===== config.mk =====
export PLATFORM = sky130hd
export DESIGN_NAME = surveillance_record_decoder
export DESIGN_NICKNAME = d
export VERILOG_FILES = /design/src/hw/rtl/srd_pkg.sv /design/src/hw/rtl/srd_front.sv /design/src/hw/rtl/srd_queue.sv /design/src/hw/rtl/srd_back.sv /design/src/hw/rtl/surveillance_record_decoder.sv
export SDC_FILE = /design/constraint.sdc
export NUM_CORES = 1
export LEC_CHECK = 0
export BUFFER_PORTS_ARGS = -buffer_cell sky130_fd_sc_hd__buf_4
export CAP_MARGIN = 10
export CORE_MARGIN = 8
export CORE_UTILIZATION = 50
export CTS_BUF_LIST = sky130_fd_sc_hd__clkbuf_4 sky130_fd_sc_hd__clkbuf_8
export DETAILED_ROUTE_END_ITERATION = 6
export PLACE_DENSITY_LB_ADDON = 0.05
export RECOVER_POWER = 25
export SLEW_MARGIN = 20
export SYNTH_ARGS = -nofsm -noshare
export SYNTH_HDL_FRONTEND = slang
export SYNTH_HIERARCHICAL = 1
export SYNTH_SLANG_ARGS = --single-unit

===== constraint.sdc =====
create_clock -name clk -period 11.9 [get_ports clk]
set_input_delay 1.785 -clock clk [delete_from_list [all_inputs] [get_ports clk]]
set_output_delay 1.785 -clock clk [all_outputs]
set_load 0.01 [all_outputs]

===== src/hw/rtl/srd_pkg.sv =====
package srd_pkg;

    localparam int SRD_QUEUE_DEPTH = 2;

    localparam logic [4:0] SRD_CODE_TIME   = 5'd2;
    localparam logic [4:0] SRD_CODE_PERIOD = 5'd5;
    localparam logic [4:0] SRD_CODE_RECORD = 5'd24;
    localparam logic [4:0] SRD_CODE_BLOCK  = 5'd25;

    localparam logic [2:0] ERR_NONE      = 3'd0;
    localparam logic [2:0] ERR_CATEGORY  = 3'd1;
    localparam logic [2:0] ERR_LENGTH    = 3'd2;
    localparam logic [2:0] ERR_EXTENT    = 3'd3;
    localparam logic [2:0] ERR_SPARE     = 3'd4;
    localparam logic [2:0] ERR_EXTENSION = 3'd5;
    localparam logic [2:0] ERR_OVERRUN   = 3'd6;
    localparam logic [2:0] ERR_ZERO_SKIP = 3'd7;

    localparam logic [7:0] SRD_RESET_CATEGORY = 8'd13;

    // One result word as it travels from the front to the back.
    typedef struct packed {
        logic [4:0]  code;
        logic [63:0] value;
        logic        rec;
        logic        bd;
        logic [2:0]  err;
        logic        trail;
    } srd_entry_t;

    typedef struct packed {
        logic       push;
        srd_entry_t entry;
    } srd_push_t;

    function automatic logic [7:0] srd_item_len(input logic [4:0] idx);
        logic [7:0] len;
        case (idx)
            5'd0:    len = 8'd2;
            5'd1:    len = 8'd1;
            5'd2:    len = 8'd3;
            5'd3:    len = 8'd1;
            5'd4:    len = 8'd2;
            5'd5:    len = 8'd2;
            5'd6:    len = 8'd2;
            5'd7:    len = 8'd1;
            5'd8:    len = 8'd8;
            5'd9:    len = 8'd1;
            5'd10:   len = 8'd1;
            5'd11:   len = 8'd1;
            5'd12:   len = 8'd8;
            5'd13:   len = 8'd8;
            5'd14:   len = 8'd2;
            5'd15:   len = 8'd4;
            5'd16:   len = 8'd2;
            5'd17:   len = 8'd6;
            5'd18:   len = 8'd2;
            5'd19:   len = 8'd2;
            5'd20:   len = 8'd2;
            5'd21:   len = 8'd2;
            5'd22:   len = 8'd1;
            5'd23:   len = 8'd4;
            default: len = 8'd0;
        endcase
        return len;
    endfunction

endpackage


===== src/hw/rtl/srd_front.sv =====
module srd_front
    import srd_pkg::*;
(
    input  logic        clk,
    input  logic        rst_n,
    input  logic        cfg_we,
    input  logic [7:0]  cfg_wdata,
    input  logic        accept,
    input  logic [7:0]  data_byte,
    input  logic        last_byte,
    output srd_push_t   push_out
);

    typedef enum logic [2:0] {
        PH_HEADER,
        PH_FSPEC,
        PH_PRIM,
        PH_DATA,
        PH_SKIPLEN,
        PH_SKIP,
        PH_DISCARD,
        PH_TAIL
    } phase_t;

    typedef struct packed {
        logic       found;
        logic       prim;
        logic [4:0] idx;
        logic       ig;
    } walk_t;

    // Find the next present element at or after position c.
    function automatic walk_t srd_walk(input logic [4:0] c, input logic [7:0] f0,
                                       input logic [7:0] f1, input logic [7:0] f2,
                                       input logic [7:0] cp, input logic ig);
        walk_t      w;
        logic [25:0] hit;
        logic       ga;
        logic       gb;
        ga = ig && (c <= 5'd12);
        gb = ig && (c >= 5'd17) && (c <= 5'd22);
        for (int p = 0; p < 7; p++)
            hit[p] = f0[7 - p];
        hit[7]  = ga ? cp[7] : f1[7];
        hit[8]  = ga && cp[5];
        hit[9]  = ga && cp[4];
        hit[10] = ga && cp[3];
        hit[11] = ga && cp[2];
        hit[12] = ga && cp[1];
        hit[13] = f1[6];
        hit[14] = f1[5];
        hit[15] = f1[4];
        hit[16] = f1[3];
        hit[17] = gb ? cp[7] : f1[2];
        hit[18] = gb && cp[6];
        hit[19] = gb && cp[5];
        hit[20] = gb && cp[4];
        hit[21] = gb && cp[3];
        hit[22] = gb && cp[1];
        hit[23] = f1[1];
        hit[24] = f2[2];
        hit[25] = f2[1];
        w = '0;
        for (int p = 25; p >= 0; p--)
        begin
            if (hit[p] && (5'(p) >= c))
            begin
                w.found = 1'b1;
                w.idx   = 5'(p);
            end
        end
        w.prim = ((w.idx == 5'd7) && !ga) || ((w.idx == 5'd17) && !gb);
        w.ig   = (ga && w.idx >= 5'd7 && w.idx <= 5'd12)
              || (gb && w.idx >= 5'd17 && w.idx <= 5'd22);
        return w;
    endfunction

    phase_t      phase_reg, phase_next;
    logic [1:0]  hcount_reg, hcount_next;
    logic [15:0] len_reg, len_next;
    logic [15:0] pos_reg, pos_next;
    logic [7:0]  fspec_reg [3];
    logic [7:0]  fspec_next [3];
    logic [1:0]  fidx_reg, fidx_next;
    logic [7:0]  cp_reg, cp_next;
    logic [4:0]  elem_reg, elem_next;
    logic [7:0]  left_reg, left_next;
    logic [63:0] asm_reg, asm_next;
    logic [2:0]  ekind_reg, ekind_next;
    logic        ig_reg, ig_next;
    logic [7:0]  cat_reg;

    logic [2:0]  err;
    logic        emitted, rec, entry_tail, complete, at_end, do_walk, clear;
    logic [4:0]  ecode, walk_c;
    logic [63:0] evalue;
    logic [7:0]  fw [3];
    logic [7:0]  cp_w;
    logic        ig_w;
    logic        fx;
    walk_t       wk;
    srd_push_t   po;

    always_comb
    begin
        phase_next  = phase_reg;
        hcount_next = hcount_reg;
        len_next    = len_reg;
        pos_next    = pos_reg;
        fspec_next  = fspec_reg;
        fidx_next   = fidx_reg;
        cp_next     = cp_reg;
        elem_next   = elem_reg;
        left_next   = left_reg;
        asm_next    = asm_reg;
        ekind_next  = ekind_reg;
        ig_next     = ig_reg;
        err         = ERR_NONE;
        emitted     = 1'b0;
        rec         = 1'b0;
        entry_tail  = 1'b0;
        complete    = 1'b0;
        at_end      = 1'b0;
        do_walk     = 1'b0;
        clear       = 1'b0;
        ecode       = '0;
        evalue      = '0;
        walk_c      = '0;
        fw          = fspec_reg;
        cp_w        = cp_reg;
        ig_w        = ig_reg;
        fx          = data_byte[0];
        wk          = '0;
        po          = '0;

        if (accept)
        begin
            if (phase_reg == PH_DISCARD)
            begin
                if (last_byte)
                begin
                    po.push  = 1'b1;
                    po.entry = '{code: SRD_CODE_BLOCK, value: '0, rec: 1'b0, bd: 1'b1,
                                 err: ekind_reg, trail: 1'b0};
                    clear    = 1'b1;
                end
            end
            else
            begin
                case (phase_reg)
                    PH_HEADER:
                    begin
                        case (hcount_reg)
                            2'd0:
                            begin
                                if (data_byte != cat_reg)
                                    err = ERR_CATEGORY;
                                else
                                    hcount_next = 2'd1;
                            end
                            2'd1:
                            begin
                                len_next    = {data_byte, 8'h00};
                                hcount_next = 2'd2;
                            end
                            default:
                            begin
                                len_next    = {len_reg[15:8], data_byte};
                                pos_next    = 16'd3;
                                hcount_next = 2'd3;
                                if (len_next < 16'd3)
                                    err = ERR_LENGTH;
                                else if (len_next == 16'd3)
                                    phase_next = PH_TAIL;
                                else
                                begin
                                    fspec_next = '{default: 8'h00};
                                    fidx_next  = '0;
                                    cp_next    = '0;
                                    ig_next    = 1'b0;
                                    phase_next = PH_FSPEC;
                                end
                            end
                        endcase
                    end
                    PH_TAIL:
                        entry_tail = 1'b1;
                    default:
                    begin
                        pos_next = pos_reg + 16'd1;
                        at_end   = (pos_next == len_reg);
                        case (phase_reg)
                            PH_FSPEC:
                            begin
                                fw[fidx_reg] = data_byte;
                                if (fx && at_end)
                                    err = ERR_EXTENT;
                                else if (fidx_reg >= 2'd2 && |data_byte[7:3])
                                    err = ERR_SPARE;
                                else if (fidx_reg >= 2'd2 && fx)
                                    err = ERR_EXTENSION;
                                else if (fx)
                                    fidx_next = fidx_reg + 2'd1;
                                else
                                begin
                                    do_walk = 1'b1;
                                    walk_c  = 5'd0;
                                end
                            end
                            PH_PRIM:
                            begin
                                if (fx && at_end)
                                    err = ERR_EXTENT;
                                else if ((elem_reg == 5'd7) ? data_byte[6] : data_byte[2])
                                    err = ERR_SPARE;
                                else if (fx)
                                    err = ERR_EXTENSION;
                                else
                                begin
                                    cp_w    = data_byte;
                                    ig_w    = 1'b1;
                                    do_walk = 1'b1;
                                    walk_c  = elem_reg;
                                end
                            end
                            PH_DATA:
                            begin
                                asm_next  = {asm_reg[55:0], data_byte};
                                left_next = (left_reg != 8'd0) ? left_reg - 8'd1 : 8'd0;
                                if (left_next == 8'd0)
                                begin
                                    emitted = 1'b1;
                                    ecode   = elem_reg;
                                    evalue  = asm_next;
                                    do_walk = 1'b1;
                                    walk_c  = elem_reg + 5'd1;
                                end
                            end
                            PH_SKIPLEN:
                            begin
                                if (data_byte == 8'd0)
                                    err = ERR_ZERO_SKIP;
                                else if (data_byte == 8'd1)
                                begin
                                    do_walk = 1'b1;
                                    walk_c  = elem_reg + 5'd1;
                                end
                                else
                                begin
                                    left_next  = data_byte - 8'd1;
                                    phase_next = PH_SKIP;
                                end
                            end
                            default:
                            begin
                                left_next = (left_reg != 8'd0) ? left_reg - 8'd1 : 8'd0;
                                if (left_next == 8'd0)
                                begin
                                    do_walk = 1'b1;
                                    walk_c  = elem_reg + 5'd1;
                                end
                            end
                        endcase

                        fspec_next = fw;
                        cp_next    = cp_w;
                        ig_next    = ig_w;
                        if (do_walk)
                        begin
                            wk = srd_walk(walk_c, fw[0], fw[1], fw[2], cp_w, ig_w);
                            if (!wk.found)
                                complete = 1'b1;
                            else
                            begin
                                ig_next   = wk.ig;
                                elem_next = wk.idx;
                                if (wk.prim)
                                    phase_next = PH_PRIM;
                                else if (wk.idx >= SRD_CODE_RECORD)
                                    phase_next = PH_SKIPLEN;
                                else
                                begin
                                    phase_next = PH_DATA;
                                    left_next  = srd_item_len(wk.idx);
                                    asm_next   = '0;
                                end
                            end
                        end

                        if (err == ERR_NONE)
                        begin
                            if (complete)
                            begin
                                rec = 1'b1;
                                if (!emitted)
                                begin
                                    emitted = 1'b1;
                                    ecode   = SRD_CODE_RECORD;
                                    evalue  = '0;
                                end
                                if (at_end)
                                    phase_next = PH_TAIL;
                                else
                                begin
                                    fspec_next = '{default: 8'h00};
                                    fidx_next  = '0;
                                    cp_next    = '0;
                                    ig_next    = 1'b0;
                                    phase_next = PH_FSPEC;
                                end
                            end
                            else if (at_end)
                                err = ERR_OVERRUN;
                        end
                    end
                endcase

                if (err == ERR_NONE && last_byte && phase_next != PH_TAIL)
                    err = ERR_LENGTH;

                if (err != ERR_NONE)
                begin
                    po.push  = 1'b1;
                    po.entry = '{code: SRD_CODE_BLOCK, value: '0, rec: 1'b0, bd: last_byte,
                                 err: err, trail: 1'b0};
                    if (last_byte)
                        clear = 1'b1;
                    else
                    begin
                        phase_next = PH_DISCARD;
                        ekind_next = err;
                    end
                end
                else if (last_byte)
                begin
                    po.push  = 1'b1;
                    po.entry = '{code: emitted ? ecode : SRD_CODE_BLOCK,
                                 value: emitted ? evalue : 64'd0, rec: rec, bd: 1'b1,
                                 err: ERR_NONE, trail: entry_tail};
                    clear    = 1'b1;
                end
                else if (emitted)
                begin
                    po.push  = 1'b1;
                    po.entry = '{code: ecode, value: evalue, rec: rec, bd: 1'b0,
                                 err: ERR_NONE, trail: 1'b0};
                end
            end
        end

        if (clear)
        begin
            phase_next  = PH_HEADER;
            hcount_next = '0;
            len_next    = '0;
            pos_next    = '0;
            fspec_next  = '{default: 8'h00};
            fidx_next   = '0;
            cp_next     = '0;
            elem_next   = '0;
            left_next   = '0;
            asm_next    = '0;
            ekind_next  = ERR_NONE;
            ig_next     = 1'b0;
        end
    end

    assign push_out = po;

    always_ff @(posedge clk or negedge rst_n)
    begin
        if (!rst_n)
        begin
            phase_reg  <= PH_HEADER;
            hcount_reg <= '0;
            len_reg    <= '0;
            pos_reg    <= '0;
            fspec_reg  <= '{default: 8'h00};
            fidx_reg   <= '0;
            cp_reg     <= '0;
            elem_reg   <= '0;
            left_reg   <= '0;
            asm_reg    <= '0;
            ekind_reg  <= ERR_NONE;
            ig_reg     <= 1'b0;
            cat_reg    <= SRD_RESET_CATEGORY;
        end
        else
        begin
            phase_reg  <= phase_next;
            hcount_reg <= hcount_next;
            len_reg    <= len_next;
            pos_reg    <= pos_next;
            fspec_reg  <= fspec_next;
            fidx_reg   <= fidx_next;
            cp_reg     <= cp_next;
            elem_reg   <= elem_next;
            left_reg   <= left_next;
            asm_reg    <= asm_next;
            ekind_reg  <= ekind_next;
            ig_reg     <= ig_next;
            if (cfg_we)
                cat_reg <= cfg_wdata;
        end
    end

endmodule


===== src/hw/rtl/srd_queue.sv =====
module srd_queue
    import srd_pkg::*;
#(
    parameter int DEPTH = SRD_QUEUE_DEPTH
)
(
    input  logic       clk,
    input  logic       rst_n,
    input  srd_push_t  push_in,
    input  logic       pop,
    output srd_entry_t head,
    output logic       empty,
    output logic       full
);

    localparam int PW = (DEPTH > 1) ? $clog2(DEPTH) : 1;
    localparam int CW = $clog2(DEPTH + 1);

    srd_entry_t    mem_reg [DEPTH];
    logic [PW-1:0] wr_reg, wr_next;
    logic [PW-1:0] rd_reg, rd_next;
    logic [CW-1:0] count_reg, count_next;
    logic          do_push, do_pop;

    assign empty   = (count_reg == CW'(0));
    assign full    = (count_reg == CW'(DEPTH));
    assign head    = mem_reg[rd_reg];
    assign do_push = push_in.push && !full;
    assign do_pop  = pop && !empty;

    always_comb
    begin
        wr_next    = wr_reg;
        rd_next    = rd_reg;
        count_next = count_reg;
        if (do_push)
            wr_next = (wr_reg == PW'(DEPTH - 1)) ? '0 : wr_reg + PW'(1);
        if (do_pop)
            rd_next = (rd_reg == PW'(DEPTH - 1)) ? '0 : rd_reg + PW'(1);
        if (do_push && !do_pop)
            count_next = count_reg + CW'(1);
        else if (do_pop && !do_push)
            count_next = count_reg - CW'(1);
    end

    always_ff @(posedge clk)
    begin
        if (do_push)
            mem_reg[wr_reg] <= push_in.entry;
    end

    always_ff @(posedge clk or negedge rst_n)
    begin
        if (!rst_n)
        begin
            wr_reg    <= '0;
            rd_reg    <= '0;
            count_reg <= '0;
        end
        else
        begin
            wr_reg    <= wr_next;
            rd_reg    <= rd_next;
            count_reg <= count_next;
        end
    end

endmodule


===== src/hw/rtl/srd_back.sv =====
module srd_back
    import srd_pkg::*;
(
    input  logic        clk,
    input  logic        rst_n,
    input  srd_entry_t  head,
    input  logic        empty,
    output logic        pop,
    output logic        out_valid,
    input  logic        out_stall,
    output logic [4:0]  item_code,
    output logic [63:0] item_value,
    output logic        record_done,
    output logic        block_done,
    output logic [2:0]  error_code,
    output logic        trailing_ignored
);

    logic        valid_reg;
    srd_entry_t  out_reg, out_next;
    logic [34:0] prod;

    assign pop = !empty && (!valid_reg || !out_stall);

    // Time and period go out in milliseconds, rounded.
    assign prod = {11'd0, head.value[23:0]} * 35'd1000 + 35'd64;

    always_comb
    begin
        out_next = head;
        if (head.code == SRD_CODE_TIME || head.code == SRD_CODE_PERIOD)
            out_next.value = {36'd0, prod[34:7]};
    end

    always_ff @(posedge clk or negedge rst_n)
    begin
        if (!rst_n)
            valid_reg <= 1'b0;
        else if (pop)
            valid_reg <= 1'b1;
        else if (!out_stall)
            valid_reg <= 1'b0;
    end

    always_ff @(posedge clk)
    begin
        if (pop)
            out_reg <= out_next;
    end

    assign out_valid        = valid_reg;
    assign item_code        = out_reg.code;
    assign item_value       = out_reg.value;
    assign record_done      = out_reg.rec;
    assign block_done       = out_reg.bd;
    assign error_code       = out_reg.err;
    assign trailing_ignored = out_reg.trail;

endmodule


===== src/hw/rtl/surveillance_record_decoder.sv =====
// Byte-stream decoder for category 013 style surveillance data blocks. One byte is taken
// per clock while in_stall is low; the front decodes it in the cycle it is accepted and
// queues at most one result word, which passes through the queue memory to the output
// register unless older words are still held back by out_stall. Sustained rate is one
// byte per cycle while in_stall is low, set by the front parser; the result queue
// (QUEUE_DEPTH words) absorbs output stalls, and in_stall rises only when it is full.
// Errors report code 25 with the error kind; the block should then be discarded.
module surveillance_record_decoder
    import srd_pkg::*;
#(
    parameter int QUEUE_DEPTH = SRD_QUEUE_DEPTH
)
(
    input  logic        clk,
    input  logic        rst_n,
    input  logic        cfg_we,
    input  logic [7:0]  cfg_wdata,
    input  logic        in_valid,
    output logic        in_stall,
    input  logic [7:0]  data_byte,
    input  logic        last_byte,
    output logic        out_valid,
    input  logic        out_stall,
    output logic [4:0]  item_code,
    output logic [63:0] item_value,
    output logic        record_done,
    output logic        block_done,
    output logic [2:0]  error_code,
    output logic        trailing_ignored
);

    srd_push_t  push;
    srd_entry_t head;
    logic       empty, full, pop, accept;

    assign in_stall = full;
    assign accept   = in_valid && !full;

    srd_front u_front (
        .clk       (clk),
        .rst_n     (rst_n),
        .cfg_we    (cfg_we),
        .cfg_wdata (cfg_wdata),
        .accept    (accept),
        .data_byte (data_byte),
        .last_byte (last_byte),
        .push_out  (push)
    );

    srd_queue #(.DEPTH(QUEUE_DEPTH)) u_queue (
        .clk     (clk),
        .rst_n   (rst_n),
        .push_in (push),
        .pop     (pop),
        .head    (head),
        .empty   (empty),
        .full    (full)
    );

    srd_back u_back (
        .clk              (clk),
        .rst_n            (rst_n),
        .head             (head),
        .empty            (empty),
        .pop              (pop),
        .out_valid        (out_valid),
        .out_stall        (out_stall),
        .item_code        (item_code),
        .item_value       (item_value),
        .record_done      (record_done),
        .block_done       (block_done),
        .error_code       (error_code),
        .trailing_ignored (trailing_ignored)
    );

endmodule


### Word level (Yosys, flattened, before mapping)

Memories as Yosys holds them, arrays and structs flattened.
Cells that the tools add are included.

* flip-flop bits (word level): 240
* bits in latches: 0
* memory bits (writable): 150
* memory bits (read-only): 128
* input bits: 22
* output and inout bits: 77
* word-level logic and storage cells: 500
* memories: 2

Memory list
* u_queue.mem_reg: words 2, bits a word 75, read ports 1, clocked after Yosys merged registers in 0, write ports 1, line srd_queue.sv:19 `srd_entry_t mem_reg [DEPTH];`
* (no name shown): words 32, bits a word 4, read ports 1, clocked after Yosys merged registers in 0, write ports 0, line srd_pkg.sv:38 `case (idx)`

* add/subtract/negate cells: 10
* $mul: 1
* divide/modulo/power cells: 0
* magnitude comparators: 38
* equal/unequal tests: 28
* shifts and indexed selects: 0
* mux-type cells: 295
* bitwise operators: 1
* reductions and logical operators: 98

Operators by type and width (number)
* 2-to-1 mux 64 bit: 16
* 2-to-1 mux 76 bit: 6
* 2-to-1 mux 24 bit: 13
* 2-to-1 mux 5 bit: 52
* 2-to-1 mux 8 bit: 28
* 2-to-1 mux 3 bit: 43
* 2-to-1 mux 16 bit: 8
* 2-to-1 mux 1 bit: 90
* case mux 16 bit (2 select lines): 2
* logical AND 1 bit: 57
* greater-or-equal comparator 5 bit (first input constant): 10
* case mux 24 bit (2 select lines): 1
* 2-to-1 mux 2 bit: 22
* greater-or-equal comparator 4 x 5 -> 1 bit (first input constant): 8
* adder 34 x 7 -> 35 bit (second input constant): 1
* case mux 8 bit (2 select lines): 2
* multiplier 24 x 7 -> 31 bit (second input constant): 1
* 2-to-1 mux 28 bit: 1
* bitwise mux 24 bit: 1
* greater-or-equal comparator 3 x 5 -> 1 bit (first input constant): 4
* case mux 3 bit (2 select lines): 3
* adder 16 x 1 -> 16 bit (second input constant): 1
* demux 8 bit (select 2 bit): 1
* equality test 16 bit: 1
* 50 further kinds: 99

### Depth between registers and ports, before layout

* word-level depth: 66
* depth in mapped cells: 23
* mapped depth without buffers: 21

### Hierarchy

Netlist, hierarchy kept.

Modules (own cells, without submodules)
* srd_front: times used 1, cells each 1188, area an instance 10094.7 µm², seq. area each 3582.2 µm²
* srd_back: times used 1, cells each 776, area an instance 7967.6 µm², seq. area each 2277.2 µm²
* srd_queue: times used 1, cells each 252, area an instance 5763.0 µm², seq. area each 4604.4 µm²
* surveillance_record_decoder: times used 1, cells each 1, area an instance 13.8 µm², seq. area each 0.0 µm²

### Worst setup path before layout

No wires, ideal clock.

* path kind: input to register
* from: input data_byte[6]
* to: memory u_queue/mem_reg[0][0] in the netlist's numbering (enable)
* setup time: 0.509 ns
* arrival time: 8.254 ns
* data required time: 11.391 ns
* setup slack: 3.138 ns
* cell stages on the path: 17
* path buffers: 2
* path through: clkbuf_1 -> nor4_2 -> a31oi_1 -> o32ai_1 -> and2_0 -> buf_2 -> o211ai_1 -> a31o_1 -> or3_4 -> nor2_4 -> nand3_1 -> or2_1 -> nand3_1 -> a21oi_1 -> o21ai_0 -> nand2_1 -> nor2_1

RTL lines
* from (decl): line surveillance_record_decoder.sv:20 `input logic [7:0] data_byte,`
* to (decl): line srd_queue.sv:19

==> impl_metrics.yaml <==
outcome:
  status: "complete, but fails checks"
  violations: "capacitance limit, slew limit"
sta:
  clock_skew_ns: 0.0276
  fin_setup_tns_ns: 0
  worstMarginPinSlew_ns: 4.35
  drv_slew: 207
  min_period_ns: 8.20
  setup_slack_ns: 3.70
  slew_headroom: -1.90
  finalCritPeriodShare: 0.689
  finalSetupViolCount: 0
  timing.fmax_ghz: 0.122
  hold_violations: 0
  rsz0062_at_grt: "false"
yosys:
  syn_nets: 2403
  yosys.area_share.simple: 0.131
  synthXorXnorAreaFrac: 0.0327
  synth_seq_cells: 373
  avgSynthCellArea_um2: 10.8
  ys_warn_count: 6
  synthAdderAreaFrac: 0.114
  synth.area.mux_share: 0.0584
  synthArstFlopShare: 0.397
  seq_area_frac_synth: 0.439
  synth_edf_count: 225
  ys_types: 121
  syn_inst: 2217
  ys.flop_type: "edfxtp_1"
  synth_area_mm2: 0.0238
  synth_compound_area_frac: 0.173
  synth_top_family_by_area: "compound AO/OA/AOI/OAI gates"
clock_tree:
  clk_latency_ns: 0.66
  htree_num_levels: 3
  cts.sinks: 373
  cts_setup_buffers: 0
  cts_made_buffers: 68
  post_cts_resized: 0
  clk_pin_slew_worst_paths_ns: 0.05
  cts_hold_buf: 0
  tritoncts: "built"
  clockBufferDepth: 3
  root_buffer: "clkbuf_8"
global_routing:
  antenna_found_initial: 1
  grt_max_degree: 77
  overflow: 0
  grt_pass1_vias: 17900
  track_usage: 0.240
  grt_pass1_wl_um: 102000
floorplanning:
  design.core.area_mm2: 0.0474
  start_util: 0.502
  dieArea_mm2: 0.0549
  die_w_um: 234
  placementRows: 80
  die_y_um: 234
  pin_count: 99
setup_path:
  rr_endpoint: "u_back/item_value[23]"
  critical_path_buf_inv_count: 3
  cp-end-kind: "register"
  cp_slowest_cell: "o32ai_1"
  r2r_setup_slack_ns: 3.76
  critical_path_class: "in -> reg"
  cp_max_fo: 52
  startpoint_type: "input port"
  cp.required_ns: 12.17
  path_cells: "buf_4, inv_1, ha_1, nor2b_1, a31oi_1, o32ai_1, and2_0, nor3_1, nor3_2, mux2_2, or2_2, nor3_1, a21oi_1, o211ai_1, a21oi_1, o21ai_0, nand2_1, nor2_4, buf_4"
  regToRegStartpoint: "u_queue/rd_reg"
  critical_path_arrival_ns: 8.46
  reg2regPathDepth: 17
  critPathMaxStageDelay_ns: 0.71
  worst_path_dominant_cell_family: "simple AND/OR/NAND/NOR gates"
placed_design:
  hpwl_um: 47500
  routabilityCongestion: 0.939
  port_buffers: 98
  place_ws_ns: 3.20
min_path:
  hp-start: "u_front/fspec_reg[11]"
  hold_class: "reg -> reg"
  hold_path_end: "u_front/fspec_reg[11]"
  hold_depth: 2
detailed_routing:
  post_drt_via_cell_ratio: 5.94
  routedWlPerCell_um: 22.1
  ant_nets: 0
  drtPass1Iterations: 6
  dr_total_vias: 17700
  drtIter0Drc: 1316
  remaining_drc_errors: 0
  finalWirelength_um: 65600
finish:
  final_common_cell: "edfxtp_1"
  syn_to_final_growth_pct: 11.0
  layout-drive-gt1-share: 0.176
  largest_reg_flops: 150
  layout_common_cells: "edfxtp_1, inv_1, nand2_1"
  finalNetCount: 2489
run:
  cap_viol_max_count: 3
[routing by layer]
| metal | vias to the layer above | GRT usage | routed length, µm |
|---|---|---|---|
| li1 | 8274 | - | - |
| met1 | 8784 | 0.311 | 28600 |
| met2 | 484 | 0.404 | 32000 |
| met3 | 120 | 0.0318 | 2750 |
| met4 | 0 | 0.0958 | 2330 |
| met5 | - | 0 | 0 |
[cells by family after synthesis]
| family | count (synthesis) |
|---|---|
| buffers and inverters | 289 |
| AO/OA/AOI/OAI | 588 |
| multiplexers | 113 |
| XOR/XNOR | 89 |
| AND/OR/NAND/NOR | 600 |
| adder cells (fa/ha/maj) | 165 |
| flip-flops | 373 |
[worst max-delay path by stage]
stage                            start                      to  cells past startpoint
after floorplan           data_byte[6]   u_queue/mem_reg[0][0]                     17
after global placement    data_byte[0]   u_queue/mem_reg[0][0]                     19
after detailed placement  data_byte[0]   u_queue/mem_reg[0][4]                     19
after CTS                 data_byte[0]  u_queue/mem_reg[0][73]                     19
after global routing             rst_n      u_front/asm_reg[9]                      2
final                     data_byte[0]  u_queue/mem_reg[0][49]                     19
[worst reg2reg max path, cell delays in order (launching register included)]
cell	delay, ns
dfrtp_1	1.07
buf_4	0.90
mux2_4	0.43
ha_1	0.28
inv_1	0.05
fa_1	0.56
fa_1	0.44
fa_1	0.52
inv_1	0.04
ha_1	0.46
nand4_1	0.18
a21oi_1	0.27
a21boi_0	0.48
o211ai_1	0.31
nor4_1	0.72
nand4b_1	0.18
nor4b_1	0.67
o221ai_1	0.26
[synthesized netlist by cell type (12+ instances only)]
cell type | instances | area, µm²
o211ai_1 | 16 | 120
and3_1 | 17 | 106
ha_1 | 78 | 976
o31ai_1 | 16 | 120
mux2_4 | 40 | 601
nor4_1 | 22 | 138
mux2_2 | 48 | 541
a211oi_1 | 43 | 323
o21ai_1 | 19 | 95.1
edfxtp_1 | 225 | 6760
o21ai_0 | 135 | 676
a21oi_1 | 105 | 526
dfrtp_1 | 145 | 3630
nand3_1 | 50 | 250
a211oi_2 | 12 | 150
nor2_1 | 108 | 405
a21o_1 | 15 | 113
a31oi_1 | 15 | 93.8
inv_1 | 186 | 698
a22o_1 | 80 | 701
and2_1 | 51 | 319
buf_2 | 24 | 120
a21oi_2 | 12 | 105
nand4_1 | 16 | 100
fa_1 | 86 | 1720
nor3_1 | 43 | 215
clkbuf_1 | 56 | 210
nand2_1 | 185 | 694
xnor2_1 | 50 | 438
xor2_1 | 39 | 342
mux2i_1 | 25 | 250
or2_2 | 12 | 75.1
[metrics by stage]
stage | cell area, µm² | hold slack, ns | instances | util
final | 26500 | 0.479 | 2973 | 0.558
after global routing | 26500 | 0.501 | 2973 | 0.558
after detailed placement | 25000 | 0.472 | 2847 | 0.528
after CTS | 26500 | 0.484 | 2971 | 0.558
after global placement | 25000 | 0.465 | 2847 | 0.528
after floorplan | 23800 | 0.444 | 2217 | -
[area by class of cell]
type                    instances  area (µm²)
inverters                     187         702
fillers                      4131       21000
multi-input cells            1555       12200
repair buffers                118         883
clock inverters                21         181
diodes                          1        2.50
clock buffers                 103        1250
flip-flops and latches        373       10500
well taps                     615         769
Power is not shown: default switching activity piles up to over one toggle a cycle in this logic, so the estimate is an artifact.
